`config.mk`:
```
export PLATFORM = sky130hd
export DESIGN_NAME = ready_queue_with_keyed_removal_unit_flat
export DESIGN_NICKNAME = d
export VERILOG_FILES = /design/src/rqk_pkg.sv /design/src/rqk_if.sv /design/src/rqk_cell.sv /design/src/ready_queue_with_keyed_removal_unit.sv /design/src/flat_wrapper.sv
export SDC_FILE = /design/constraint.sdc
export NUM_CORES = 1
export LEC_CHECK = 0
export ABC_CLOCK_PERIOD_IN_PS = 11700
export BUFFER_PORTS_ARGS = -buffer_cell sky130_fd_sc_hd__buf_4
export CORE_ASPECT_RATIO = 1.4
export CORE_UTILIZATION = 24
export DETAILED_ROUTE_END_ITERATION = 7
export HOLD_SLACK_MARGIN = 0.12
export PLACE_DENSITY = 0.41
export SYNTH_ARGS = -nofsm -noshare
export SYNTH_HDL_FRONTEND = slang
export SYNTH_HIERARCHICAL = 1
export SYNTH_SLANG_ARGS = --single-unit
export TNS_END_PERCENT = 1
```
`constraint.sdc`:
```
create_clock -name i_clk -period 11.7 [get_ports i_clk]
set_input_delay 1.17 -clock i_clk [delete_from_list [all_inputs] [get_ports i_clk]]
set_output_delay 1.17 -clock i_clk [all_outputs]
set_load 0.02 [all_outputs]
```
`src/rqk_pkg.sv`:
```
package rqk_pkg;

    typedef enum logic [1:0] {
        REQ_PUSH_TAIL = 2'd0,
        REQ_PUSH_HEAD = 2'd1,
        REQ_REMOVE    = 2'd2,
        REQ_PEEK      = 2'd3
    } t_req;

    typedef enum logic [1:0] {
        ST_OK        = 2'd0,
        ST_NOT_FOUND = 2'd1,
        ST_FULL      = 2'd2,
        ST_EMPTY     = 2'd3
    } t_status;

    typedef enum logic {
        S_IDLE = 1'b0,
        S_EXEC = 1'b1
    } t_state;

    localparam int unsigned REQ_W    = 2;
    localparam int unsigned PID_W    = 8;
    localparam int unsigned STATUS_W = 2;
    localparam int unsigned HEAD_W   = 8;
    localparam int unsigned COUNT_W  = 5;

    // broadcast from the sequencer to every cell
    typedef struct packed {
        logic cap;   // latch compare result for the accepted item
        logic exec;  // apply the latched request this cycle
        t_req req;
        logic room;  // queue not full
    } t_cell_ctl;

endpackage

```
`src/rqk_if.sv`:
```
interface rqk_in_if;
    logic                       valid;
    logic                       ready;
    logic [rqk_pkg::REQ_W-1:0]  req_type;
    logic [rqk_pkg::PID_W-1:0]  process_id;

    modport source (output valid, output req_type, output process_id, input ready);
    modport sink   (input valid, input req_type, input process_id, output ready);
endinterface

interface rqk_out_if;
    logic                          valid;
    logic                          ready;
    logic [rqk_pkg::STATUS_W-1:0]  status;
    logic [rqk_pkg::HEAD_W-1:0]    head_id;
    logic [rqk_pkg::COUNT_W-1:0]   entry_count;

    modport source (output valid, output status, output head_id, output entry_count,
                    input ready);
    modport sink   (input valid, input status, input head_id, input entry_count,
                    output ready);
endinterface

```
`src/rqk_cell.sv`:
```
module rqk_cell #(
    parameter int unsigned ID_WIDTH  = 8,
    parameter int unsigned CNT_WIDTH = 5,
    parameter int unsigned IDX       = 0
) (
    input  logic                   i_clk,
    input  logic                   i_rst_n,
    input  rqk_pkg::t_cell_ctl     i_ctl,
    input  logic [CNT_WIDTH-1:0]   i_count,
    input  logic [ID_WIDTH-1:0]    i_cmp_id,
    input  logic [ID_WIDTH-1:0]    i_load_id,
    input  logic [ID_WIDTH-1:0]    i_prev_val,
    input  logic [ID_WIDTH-1:0]    i_next_val,
    input  logic                   i_hit_before,
    output logic                   o_hit_thru,
    output logic [ID_WIDTH-1:0]    o_val,
    output logic [ID_WIDTH-1:0]    o_n_val
);
    import rqk_pkg::*;

    localparam logic [CNT_WIDTH-1:0] IDX_C = CNT_WIDTH'(IDX);

    logic [ID_WIDTH-1:0] r_val;
    logic                r_hit;
    logic [ID_WIDTH-1:0] n_val;
    logic                in_use;

    assign in_use     = IDX_C < i_count;
    assign o_hit_thru = i_hit_before | r_hit;
    assign o_val      = r_val;
    assign o_n_val    = n_val;

    always_comb begin
        n_val = r_val;
        if (i_ctl.exec) begin
            case (i_ctl.req)
                REQ_PUSH_TAIL: begin
                    if (i_ctl.room && (IDX_C == i_count)) n_val = i_load_id;
                end
                REQ_PUSH_HEAD: begin
                    if (i_ctl.room) n_val = i_prev_val;
                end
                REQ_REMOVE: begin
                    if (o_hit_thru) n_val = i_next_val;
                end
                default: n_val = r_val;
            endcase
        end
    end

    always_ff @(posedge i_clk) begin
        r_val <= n_val;
    end

    always_ff @(posedge i_clk) begin
        if (!i_rst_n) begin
            r_hit <= 1'b0;
        end else if (i_ctl.cap) begin
            r_hit <= in_use && (r_val == i_cmp_id);
        end
    end

endmodule

```
`src/ready_queue_with_keyed_removal_unit.sv`:
```
// Ready queue with keyed removal, built as a chain of QUEUE_DEPTH entry cells.
// The compare is latched on the input accept; the shift and result update follow in the execute
// state, which waits while an untaken result is pending; no new item is accepted until it is done.
// Reset (synchronous, active low) empties the queue and drops any pending result;
// entry contents are not cleared.
module ready_queue_with_keyed_removal_unit #(
    parameter int unsigned QUEUE_DEPTH = 16,
    parameter int unsigned ID_WIDTH    = 8
) (
    input  logic        i_clk,
    input  logic        i_rst_n,
    rqk_in_if.sink      i_req,
    rqk_out_if.source   o_rsp
);
    import rqk_pkg::*;

    localparam int unsigned CW = $clog2(QUEUE_DEPTH + 1);
    localparam logic [CW-1:0] DEPTH_C = CW'(QUEUE_DEPTH);
    localparam logic [CW-1:0] ONE_C   = CW'(1);

    t_state               r_state, n_state;
    t_req                 r_req;
    logic [ID_WIDTH-1:0]  r_id;
    logic [CW-1:0]        r_count, n_count;
    logic                 r_out_valid;
    t_status              r_status, n_status;
    logic [HEAD_W-1:0]    r_head, n_head;

    t_cell_ctl            ctl;
    logic                 accept, exec, found;
    logic [ID_WIDTH-1:0]  cmp_id;
    logic [ID_WIDTH+PID_W-1:0]  pid_ext;
    logic [ID_WIDTH+HEAD_W-1:0] head_ext;
    logic [CW+COUNT_W-1:0]      cnt_ext;

    logic [ID_WIDTH-1:0]  val   [QUEUE_DEPTH];
    logic [ID_WIDTH-1:0]  n_val [QUEUE_DEPTH];
    logic [QUEUE_DEPTH:0] hit;

    assign pid_ext = {{ID_WIDTH{1'b0}}, i_req.process_id};
    assign cmp_id  = pid_ext[ID_WIDTH-1:0];
    assign accept  = i_req.valid && i_req.ready;

    // sequencer
    always_ff @(posedge i_clk) begin
        if (!i_rst_n) begin
            r_state <= S_IDLE;
        end else begin
            r_state <= n_state;
        end
    end

    always_comb begin
        n_state     = r_state;
        i_req.ready = 1'b0;
        exec        = 1'b0;
        case (r_state)
            S_IDLE: begin
                i_req.ready = 1'b1;
                if (i_req.valid) n_state = S_EXEC;
            end
            S_EXEC: begin
                if (!r_out_valid || o_rsp.ready) begin
                    exec    = 1'b1;
                    n_state = S_IDLE;
                end
            end
            default: n_state = S_IDLE;
        endcase
    end

    assign ctl.cap  = accept;
    assign ctl.exec = exec;
    assign ctl.req  = r_req;
    assign ctl.room = r_count < DEPTH_C;

    always_ff @(posedge i_clk) begin
        if (accept) begin
            r_req <= t_req'(i_req.req_type);
            r_id  <= cmp_id;
        end
    end

    // cell chain
    assign hit[0] = 1'b0;

    genvar g;
    generate
        for (g = 0; g < QUEUE_DEPTH; g++) begin : g_cell
            logic [ID_WIDTH-1:0] prev_v, next_v;
            if (g == 0) begin : g_first
                assign prev_v = r_id;
            end else begin : g_mid
                assign prev_v = val[g-1];
            end
            if (g == QUEUE_DEPTH - 1) begin : g_last
                assign next_v = '0;
            end else begin : g_inner
                assign next_v = val[g+1];
            end
            rqk_cell #(
                .ID_WIDTH  (ID_WIDTH),
                .CNT_WIDTH (CW),
                .IDX       (g)
            ) u_cell (
                .i_clk        (i_clk),
                .i_rst_n      (i_rst_n),
                .i_ctl        (ctl),
                .i_count      (r_count),
                .i_cmp_id     (cmp_id),
                .i_load_id    (r_id),
                .i_prev_val   (prev_v),
                .i_next_val   (next_v),
                .i_hit_before (hit[g]),
                .o_hit_thru   (hit[g+1]),
                .o_val        (val[g]),
                .o_n_val      (n_val[g])
            );
        end
    endgenerate

    assign found = hit[QUEUE_DEPTH];

    // result
    always_comb begin
        n_count  = r_count;
        n_status = ST_OK;
        case (r_req)
            REQ_PUSH_TAIL, REQ_PUSH_HEAD: begin
                if (ctl.room) n_count = r_count + ONE_C;
                else          n_status = ST_FULL;
            end
            REQ_REMOVE: begin
                if (r_count == '0) begin
                    n_status = ST_EMPTY;
                end else if (found) begin
                    n_count = r_count - ONE_C;
                end else begin
                    n_status = ST_NOT_FOUND;
                end
            end
            REQ_PEEK: begin
                if (r_count == '0) n_status = ST_EMPTY;
            end
            default: n_status = ST_OK;
        endcase
    end

    assign head_ext = {{HEAD_W{1'b0}}, n_val[0]};
    assign n_head   = (n_count != '0) ? head_ext[HEAD_W-1:0] : '0;

    always_ff @(posedge i_clk) begin
        if (!i_rst_n) begin
            r_count     <= '0;
            r_out_valid <= 1'b0;
        end else begin
            if (exec) begin
                r_count     <= n_count;
                r_out_valid <= 1'b1;
            end else if (o_rsp.ready) begin
                r_out_valid <= 1'b0;
            end
        end
    end

    always_ff @(posedge i_clk) begin
        if (exec) begin
            r_status <= n_status;
            r_head   <= n_head;
        end
    end

    assign cnt_ext           = {{COUNT_W{1'b0}}, r_count};
    assign o_rsp.valid       = r_out_valid;
    assign o_rsp.status      = r_status;
    assign o_rsp.head_id     = r_head;
    assign o_rsp.entry_count = cnt_ext[COUNT_W-1:0];

    // checks
    a_count_range: assert property (@(posedge i_clk) disable iff (!i_rst_n)
        r_count <= DEPTH_C)
        else $error("occupancy above depth");

    a_exec_result: assert property (@(posedge i_clk) disable iff (!i_rst_n)
        exec |=> o_rsp.valid)
        else $error("no result after execute");

    a_accept_exec: assert property (@(posedge i_clk) disable iff (!i_rst_n)
        accept |=> (r_state == S_EXEC))
        else $error("accepted item not executed");

    a_full_status: assert property (@(posedge i_clk) disable iff (!i_rst_n)
        (o_rsp.valid && (r_status == ST_FULL)) |-> (r_count == DEPTH_C))
        else $error("full status while queue not full");

endmodule
```
`src/flat_wrapper.sv`:
```
// flat-port wrapper written by rule: the top's interface ports become plain ports
module ready_queue_with_keyed_removal_unit_flat import rqk_pkg::*;
#(
    parameter int unsigned QUEUE_DEPTH = 16,
    parameter int unsigned ID_WIDTH    = 8
)
  (i_clk, i_rst_n, i_req_valid, i_req_req_type, i_req_process_id, i_req_ready, o_rsp_valid, o_rsp_status, o_rsp_head_id, o_rsp_entry_count, o_rsp_ready);
  rqk_in_if i_req_i ();
  rqk_out_if o_rsp_i ();
  input  logic i_clk;
  input  logic i_rst_n;
  input wire logic [$bits(i_req_i.valid)-1:0] i_req_valid;
  input wire logic [$bits(i_req_i.req_type)-1:0] i_req_req_type;
  input wire logic [$bits(i_req_i.process_id)-1:0] i_req_process_id;
  output wire logic [$bits(i_req_i.ready)-1:0] i_req_ready;
  output wire logic [$bits(o_rsp_i.valid)-1:0] o_rsp_valid;
  output wire logic [$bits(o_rsp_i.status)-1:0] o_rsp_status;
  output wire logic [$bits(o_rsp_i.head_id)-1:0] o_rsp_head_id;
  output wire logic [$bits(o_rsp_i.entry_count)-1:0] o_rsp_entry_count;
  input wire logic [$bits(o_rsp_i.ready)-1:0] o_rsp_ready;
  assign i_req_i.valid = i_req_valid;
  assign i_req_i.req_type = i_req_req_type;
  assign i_req_i.process_id = i_req_process_id;
  assign i_req_ready = i_req_i.ready;
  assign o_rsp_valid = o_rsp_i.valid;
  assign o_rsp_status = o_rsp_i.status;
  assign o_rsp_head_id = o_rsp_i.head_id;
  assign o_rsp_entry_count = o_rsp_i.entry_count;
  assign o_rsp_i.ready = o_rsp_ready;
  ready_queue_with_keyed_removal_unit #(.QUEUE_DEPTH(QUEUE_DEPTH), .ID_WIDTH(ID_WIDTH)) u_core (.i_clk(i_clk), .i_rst_n(i_rst_n), .i_req(i_req_i), .o_rsp(o_rsp_i));
endmodule
```
* Yosys cells after proc, flatten, opt, wreduce, memory -nomap -nowiden
Index checks and enable logic that the tools add are counted.
** Storage, ports and cells
- Bits in registers :: 171
- Logic and storage cells :: 277
** Cells by class
- Add/subtract/negate cells :: 2
- $lt $le $gt $ge :: 17
- Eq/ne operators :: 65
- Muxes and demuxes :: 82
- Bitwise logic cells :: 16
- Reduce and logical (&&, ||, !) cells :: 56
** Operators by type and width (count)
- 8-bit 2-to-1 mux :: 49
- 8-bit case mux with 3 select lines :: 16
- 8-bit == test :: 16
- 5-bit AND reduction :: 15
- 2-bit != test (second input constant) :: 30
- 4-bit by 5-bit == test with 1-bit output (first input constant) :: 8
- 4-bit by 5-bit < comparator with 1-bit output (first input constant) :: 8
- 1-bit logical AND :: 33
- 3-bit by 5-bit == test with 1-bit output (first input constant) :: 4
- 3-bit by 5-bit < comparator with 1-bit output (first input constant) :: 4
- 5-bit 2-to-1 mux :: 3
- 1-bit bitwise OR :: 15
- 2-bit by 5-bit == test with 1-bit output (first input constant) :: 2
- 1-bit by 5-bit < comparator with 1-bit output (first input constant) :: 2
- 2-bit by 5-bit < comparator with 1-bit output (first input constant) :: 2
- 5-bit case mux with 2 select lines :: 1
- 1-bit 2-to-1 mux :: 8
- 2-bit 2-to-1 mux :: 3
- 2-bit case mux with 3 select lines :: 1
- 5-bit by 1-bit adder with 5-bit output (second input constant) :: 1
- 1-bit by 5-bit == test with 1-bit output (first input constant) :: 1
- 5-bit zero test :: 1
- 5-bit < comparator (second input constant) :: 1
- 5-bit nonzero test :: 1
- 12 further kinds :: 13

* Longest topological paths before layout
- Depth after elaboration :: 19
- Depth in mapped cells :: 50

* Modules after synthesis
Netlist, hierarchy kept.
** Modules (own cells, without submodules)
- ready_queue_with_keyed_removal_unit :: instances 1, cells each 103, area each 1247.4 um^2, seq. area each 740.7 um^2
- rqk_cell at u_core.g_cell[10].u_cell :: instances 1, cells each 115, area each 1006.0 um^2, seq. area each 180.2 um^2
- rqk_cell at u_core.g_cell[11].u_cell :: instances 1, cells each 112, area each 999.7 um^2, seq. area each 180.2 um^2
- rqk_cell at u_core.g_cell[9].u_cell :: instances 1, cells each 113, area each 996.0 um^2, seq. area each 180.2 um^2
- rqk_cell at u_core.g_cell[15].u_cell :: instances 1, cells each 112, area each 988.4 um^2, seq. area each 180.2 um^2
- rqk_cell at u_core.g_cell[5].u_cell :: instances 1, cells each 112, area each 987.2 um^2, seq. area each 180.2 um^2
- rqk_cell at u_core.g_cell[13].u_cell :: instances 1, cells each 113, area each 942.2 um^2, seq. area each 180.2 um^2
- rqk_cell at u_core.g_cell[8].u_cell :: instances 1, cells each 117, area each 937.1 um^2, seq. area each 180.2 um^2
- rqk_cell at u_core.g_cell[7].u_cell :: instances 1, cells each 112, area each 925.9 um^2, seq. area each 180.2 um^2
- rqk_cell at u_core.g_cell[0].u_cell :: instances 1, cells each 119, area each 919.6 um^2, seq. area each 180.2 um^2
- rqk_cell at u_core.g_cell[12].u_cell :: instances 1, cells each 117, area each 917.1 um^2, seq. area each 180.2 um^2
- rqk_cell at u_core.g_cell[14].u_cell :: instances 1, cells each 112, area each 915.9 um^2, seq. area each 180.2 um^2
- rqk_cell at u_core.g_cell[4].u_cell :: instances 1, cells each 118, area each 909.6 um^2, seq. area each 180.2 um^2
- rqk_cell at u_core.g_cell[2].u_cell :: instances 1, cells each 113, area each 905.9 um^2, seq. area each 180.2 um^2
- 3 more rows

* Least setup slack after synthesis
No wires, ideal clock.
- Path kind :: register -> register
- Start :: register u_core.g_cell[0].u_cell.r_hit
- End :: register u_core.r_head[0], in the netlist u_core/o_rsp.head_id[0], data pin
- Setup time :: 0.278 ns
- Data arrival time :: 8.616 ns
- Data required time :: 11.422 ns
- Setup slack :: 2.806 ns
- Stages on the path, launching flop included :: 51
- Path buffers :: 17
- Clock period less this slack :: 8.894 ns
- Cells stage by stage :: dfxtp_1 -> buf_6 -> or2_1 -> buf_6 -> clkbuf_1 -> nor2_1 -> inv_1 -> clkbuf_1 -> nor2_2 -> inv_1 -> buf_1 -> nor2_2 -> inv_1 -> or2_1 -> buf_6 -> buf_2 -> nor2_2 -> inv_1 -> (+15 left out) -> nor2_8 -> inv_1 -> or2_1 -> buf_6 -> buf_2 -> nor2_2 -> inv_1 -> clkbuf_1 -> nor2_1 -> inv_1 -> buf_2 -> nor2_8 -> inv_1 -> nand2_1 -> xor2_1 -> o221ai_2 -> a2111oi_4 -> a21boi_1
** Between the ends
- Word-level cells in the longest chain between the ends :: 19
** RTL lines
- start, declared :: line rqk_cell.sv:24 : logic r_hit;
- start signal, assigned :: line rqk_cell.sv:59 : r_hit <= in_use && (r_val == i_cmp_id);
- 1-bit bitwise OR :: line rqk_cell.sv:29 : assign o_hit_thru = i_hit_before | r_hit;
- via u_core.hit[2] :: line ready_queue_with_keyed_removal_unit.sv:38 : logic [QUEUE_DEPTH:0] hit;
- 1-bit bitwise OR :: line rqk_cell.sv:29
- via u_core.hit[3] :: line ready_queue_with_keyed_removal_unit.sv:38
- 1-bit bitwise OR :: line rqk_cell.sv:29
- via u_core.hit[4] :: line ready_queue_with_keyed_removal_unit.sv:38
- 1-bit bitwise OR :: line rqk_cell.sv:29
- via u_core.hit[5] :: line ready_queue_with_keyed_removal_unit.sv:38
- (+1 left out)
- via u_core.hit[6] :: line ready_queue_with_keyed_removal_unit.sv:38
- (+1 left out)
- via u_core.hit[7] :: line ready_queue_with_keyed_removal_unit.sv:38
- (+1 left out)
- via u_core.hit[8] :: line ready_queue_with_keyed_removal_unit.sv:38
- (+1 left out)
- via u_core.hit[9] :: line ready_queue_with_keyed_removal_unit.sv:38
- (+1 left out)
- via u_core.hit[10] :: line ready_queue_with_keyed_removal_unit.sv:38
- (+1 left out)
- via u_core.hit[11] :: line ready_queue_with_keyed_removal_unit.sv:38
- (+1 left out)
- via u_core.hit[12] :: line ready_queue_with_keyed_removal_unit.sv:38
- (+1 left out)
- via u_core.hit[13] :: line ready_queue_with_keyed_removal_unit.sv:38
- (+1 left out)
- via u_core.hit[14] :: line ready_queue_with_keyed_removal_unit.sv:38
- 1-bit bitwise OR :: line rqk_cell.sv:29
- via u_core.hit[15] :: line ready_queue_with_keyed_removal_unit.sv:38
- 1-bit bitwise OR :: line rqk_cell.sv:29
- via u_core.found :: line ready_queue_with_keyed_removal_unit.sv:30 : logic accept, exec, found;
- 5-bit 2-to-1 mux :: line ready_queue_with_keyed_removal_unit.sv:136 : end else if (found) begin
- 5-bit 2-to-1 mux :: line ready_queue_with_keyed_removal_unit.sv:134 : if (r_count == '0) begin
- 5-bit case mux with 2 select lines :: line ready_queue_with_keyed_removal_unit.sv:128 : case (r_req)
- 5-bit nonzero test :: line ready_queue_with_keyed_removal_unit.sv:150 : assign n_head = (n_count != '0) ? head_ext[HEAD_W-1:0] : '0;
- end signal, assigned :: line ready_queue_with_keyed_removal_unit.sv:169 : r_head <= n_head;
- end, declared :: line ready_queue_with_keyed_removal_unit.sv:27 : logic [HEAD_W-1:0] r_head, n_head;
The timed path passes the listed nets, and every way through them passes these cells.
A chain may end at the register's enable or synchronous reset.

* Worst setup path after layout
- Start :: register u_core.g_cell[0].u_cell.r_hit
- End :: register u_core.r_head[6], in the netlist u_core/o_rsp.head_id[6], data pin
The elaborated chain is that of the path after synthesis.

==> impl_metrics.py <==
metrics = {
    "hold_path": {
        "hp-class": "reg -> reg",
    },
    "drt": {
        "drc": 0,
        "wl_um": 64100,
        "drt_first_pass_iters": 6,
        "vias": 15170,
        "via_per_inst": 5.54,
        "antenna_left": 0,
        "avgRoutedWirePerCell_um": 23.4,
        "drtIter0Drc": 1190,
    },
    "cells_and_area": {
        "drive_above_1_share": 0.151,
        "area_growth_pct": 6.03,
        "multi_input_area_um2": 11400,
        "fill_cells": 7180,
        "diodes": 0,
        "nets": 1887,
        "seqCellArea_um2": 3630,
    },
    "global_routing": {
        "use_met1": 0.211,
        "grt_max_degree": 152,
        "grt_pass1_vias": 14628,
        "grt_util_met3": 0.0185,
        "grt_pass1_wl_um": 95700,
        "grt_use_met2": 0.335,
        "grt_usage": 0.183,
        "antenna_found_initial": 0,
        "busiest_layer": "met2",
        "grt-ovfl-total": 0,
    },
    "clock_network": {
        "clock-root-buffer": "clkbuf_16",
        "cts_hold_buf": 0,
        "numCtsBuffers": 17,
        "clock_latency_ns": 0.48,
        "clk_path_buf_depth": 2,
        "h-tree-depth": 4,
        "cts_setup_buffers": 0,
        "clk_pin_slew_ns": 0.08,
        "cts_tree": "built",
        "ctsResizeCount": 0,
        "cts.sinks": 171,
    },
    "timing": {
        "period_needed_ns": 10.65,
        "timing.slew.headroom": 0.230,
        "period_share": 0.911,
        "fmax_mhz": 93.9,
        "drv_slew": 0,
        "tns_ns": 0,
        "setup_viol": 0,
        "tightest_slew_ns": 1.14,
        "holdWs_ns": 0.537,
        "finalHoldViolations": 0,
        "rsz0062_at_grt": "no",
        "finClkSkew_ns": 0.0175,
    },
    "logic_synthesis": {
        "synth-edff-count": 20,
        "avgSynthCellArea_um2": 8.51,
        "synth_top_family_by_area": "compound AO/OA/AOI/OAI gates",
        "netlist_top_cells_count": "237 x nor2_1, 153 x a211oi_1, 151 x dfxtp_1",
        "synth_top_area_share": 0.185,
        "synthAdderAreaFrac": 0.00154,
        "ys_types": 87,
        "synth_cells": 1915,
        "ys.flop_type": "dfxtp_1",
        "synthSimpleGateAreaFrac": 0.148,
        "ys_ff_latch": 171,
        "synth_area_leaders": "dfxtp_1 19%, a211oi_1 7.0%, mux2_2 5.5%",
        "yosysWarnings": 6,
        "synthMuxAreaShare": 0.0860,
        "yosysMostFrequentCell": "nor2_1",
        "yosysSeqAreaShare": 0.222,
        "synth-compound-area-share": 0.389,
        "yosysTopAreaCell": "dfxtp_1",
        "synth-xor-area-share": 0.0699,
        "synth_area_um2": 16300,
        "ys_async_sr_fraction": 0,
    },
    "placement": {
        "place_congestion": 0.850,
        "dpl.hpwl_um": 41400,
        "numPortBuffers": 30,
    },
    "run_status": {
        "status": "finished clean",
    },
    "power_and_ir_drop": {
        "vdd_drop_max_mv": 0.0983,
        "powerDensity_nw_per_um2": 170,
        "p_leak_uw": 0.00612,
    },
    "floorplanning": {
        "die_y_um": 310,
        "die_w_um": 222,
        "die_area_um2": 69000,
        "pin_count": 31,
        "core_area_um2": 66800,
        "start_util": 0.244,
        "row_count": 112,
    },
    "setup_path": {
        "cp-start-kind": "register",
        "slowest_delay_ns": 0.58,
        "crit_type": "reg -> reg",
        "crit_fanout": 17,
        "slowest_stage": "a2111oi_4",
        "crit_top_cell": "inv_1",
        "crit_arrival_ns": 10.86,
        "worstPathRequired_ns": 11.90,
        "critPathCaptureType": "register",
    },
    "job": {
        "drv_cap": 0,
    },
}
[through the flow]
| stage | power, µW | utilization | instances | setup WS, ns | cell area (µm²) |
|---|---|---|---|---|---|
| floorplan | 1940 | - | 1931 | 2.81 | 16400 |
| global placement | 2330 | 0.250 | 2707 | 1.54 | 16700 |
| detailed placement | 2340 | 0.250 | 2707 | 1.07 | 16700 |
| CTS | 2960 | 0.259 | 2739 | 1.07 | 17300 |
| global route | 3130 | 0.259 | 2739 | 0.101 | 17300 |
| finish | 2940 | 0.259 | 2739 | 1.05 | 17300 |
[layout by cell type (no fill, tap or decap), drive strengths merged, types with 18 or more instances in the layout]
cell	instances
a211oi	162
buf	49
mux2i	32
o211ai	34
o21ai	101
dfxtp	151
inv	67
o21bai	88
nand2b	34
a2bb2oi	88
o31a	88
a21oi	106
mux2	96
edfxtp	20
xnor2	80
nand3	18
clkbuf	18
nor2b	20
nand4	19
a21boi	29
nor4	19
xor2	50
o21a	102
nand2	48
nor2	246
[metal layers]
layer	part of all wire	vias up
met5	0	-
met4	0.045	0
met3	0.036	133
met1	0.41	7467
met2	0.51	446
li1	-	7124
[sequential cells by signal, indices dropped and copies added (netlist names)]
signal,count
u_core/o_rsp.status,2
u_core/g_cell.u_cell/o_val,128
u_core/r_req,2
u_core/g_cell.u_cell/r_hit,16
u_core/o_rsp.head_id,8
u_core/o_rsp.entry_count,5
u_core/o_rsp.valid,1
u_core/g_cell.prev_v,8
u_core/r_state,1
[critical path, delay by kind of cell (launching register included)]
kind	cells	cell delay (ns)
xor+xnor	1	0.19
simple gates	17	5.98
buf+inv	12	2.90
compound gates	3	0.88
flops	1	0.39
[worst paths after layout]
| check | from | endpoint | slack, ns | cells past startpoint |
|---|---|---|---|---|
| worst max-delay path | u_core/g_cell[0].u_cell/r_hit | u_core/o_rsp.head_id[6] | 1.05 | 33 |
| worst max register to register | u_core/g_cell[0].u_cell/r_hit | u_core/o_rsp.head_id[6] | 1.05 | 33 |
| worst min-delay path | u_core/r_state | u_core/o_rsp.valid | 0.54 | 2 |
| worst min register to register | u_core/r_state | u_core/o_rsp.valid | 0.54 | 2 |
[area by class of cell]
cell class / count / share of cell area
Tap cell: 855 / 0.0619
Multi-Input combinational cell: 1573 / 0.659
Inverter: 59 / 0.0131
Sequential cell: 171 / 0.210
Clock buffer: 18 / 0.0254
Clock inverter: 14 / 0.00869
Timing Repair Buffer: 49 / 0.0220
[report_power, final]
part           internal [µW]  total (µW)  switching, µW
Combinational            549        1070            521
Clock                    308         609            301
Sequential               786        1260            479
Total                   1640        2940           1300
[logic make-up after synthesis]
logic type | after synthesis
and+or+nand+nor | 457
xor gates and xnor gates | 130
other | 1
AOI/OAI and AO/OA | 839
DFF | 171
adders and majority gates | 2
buffers and inverters | 187
muxes | 128
Note: power is estimated with default switching activity, not from simulation.
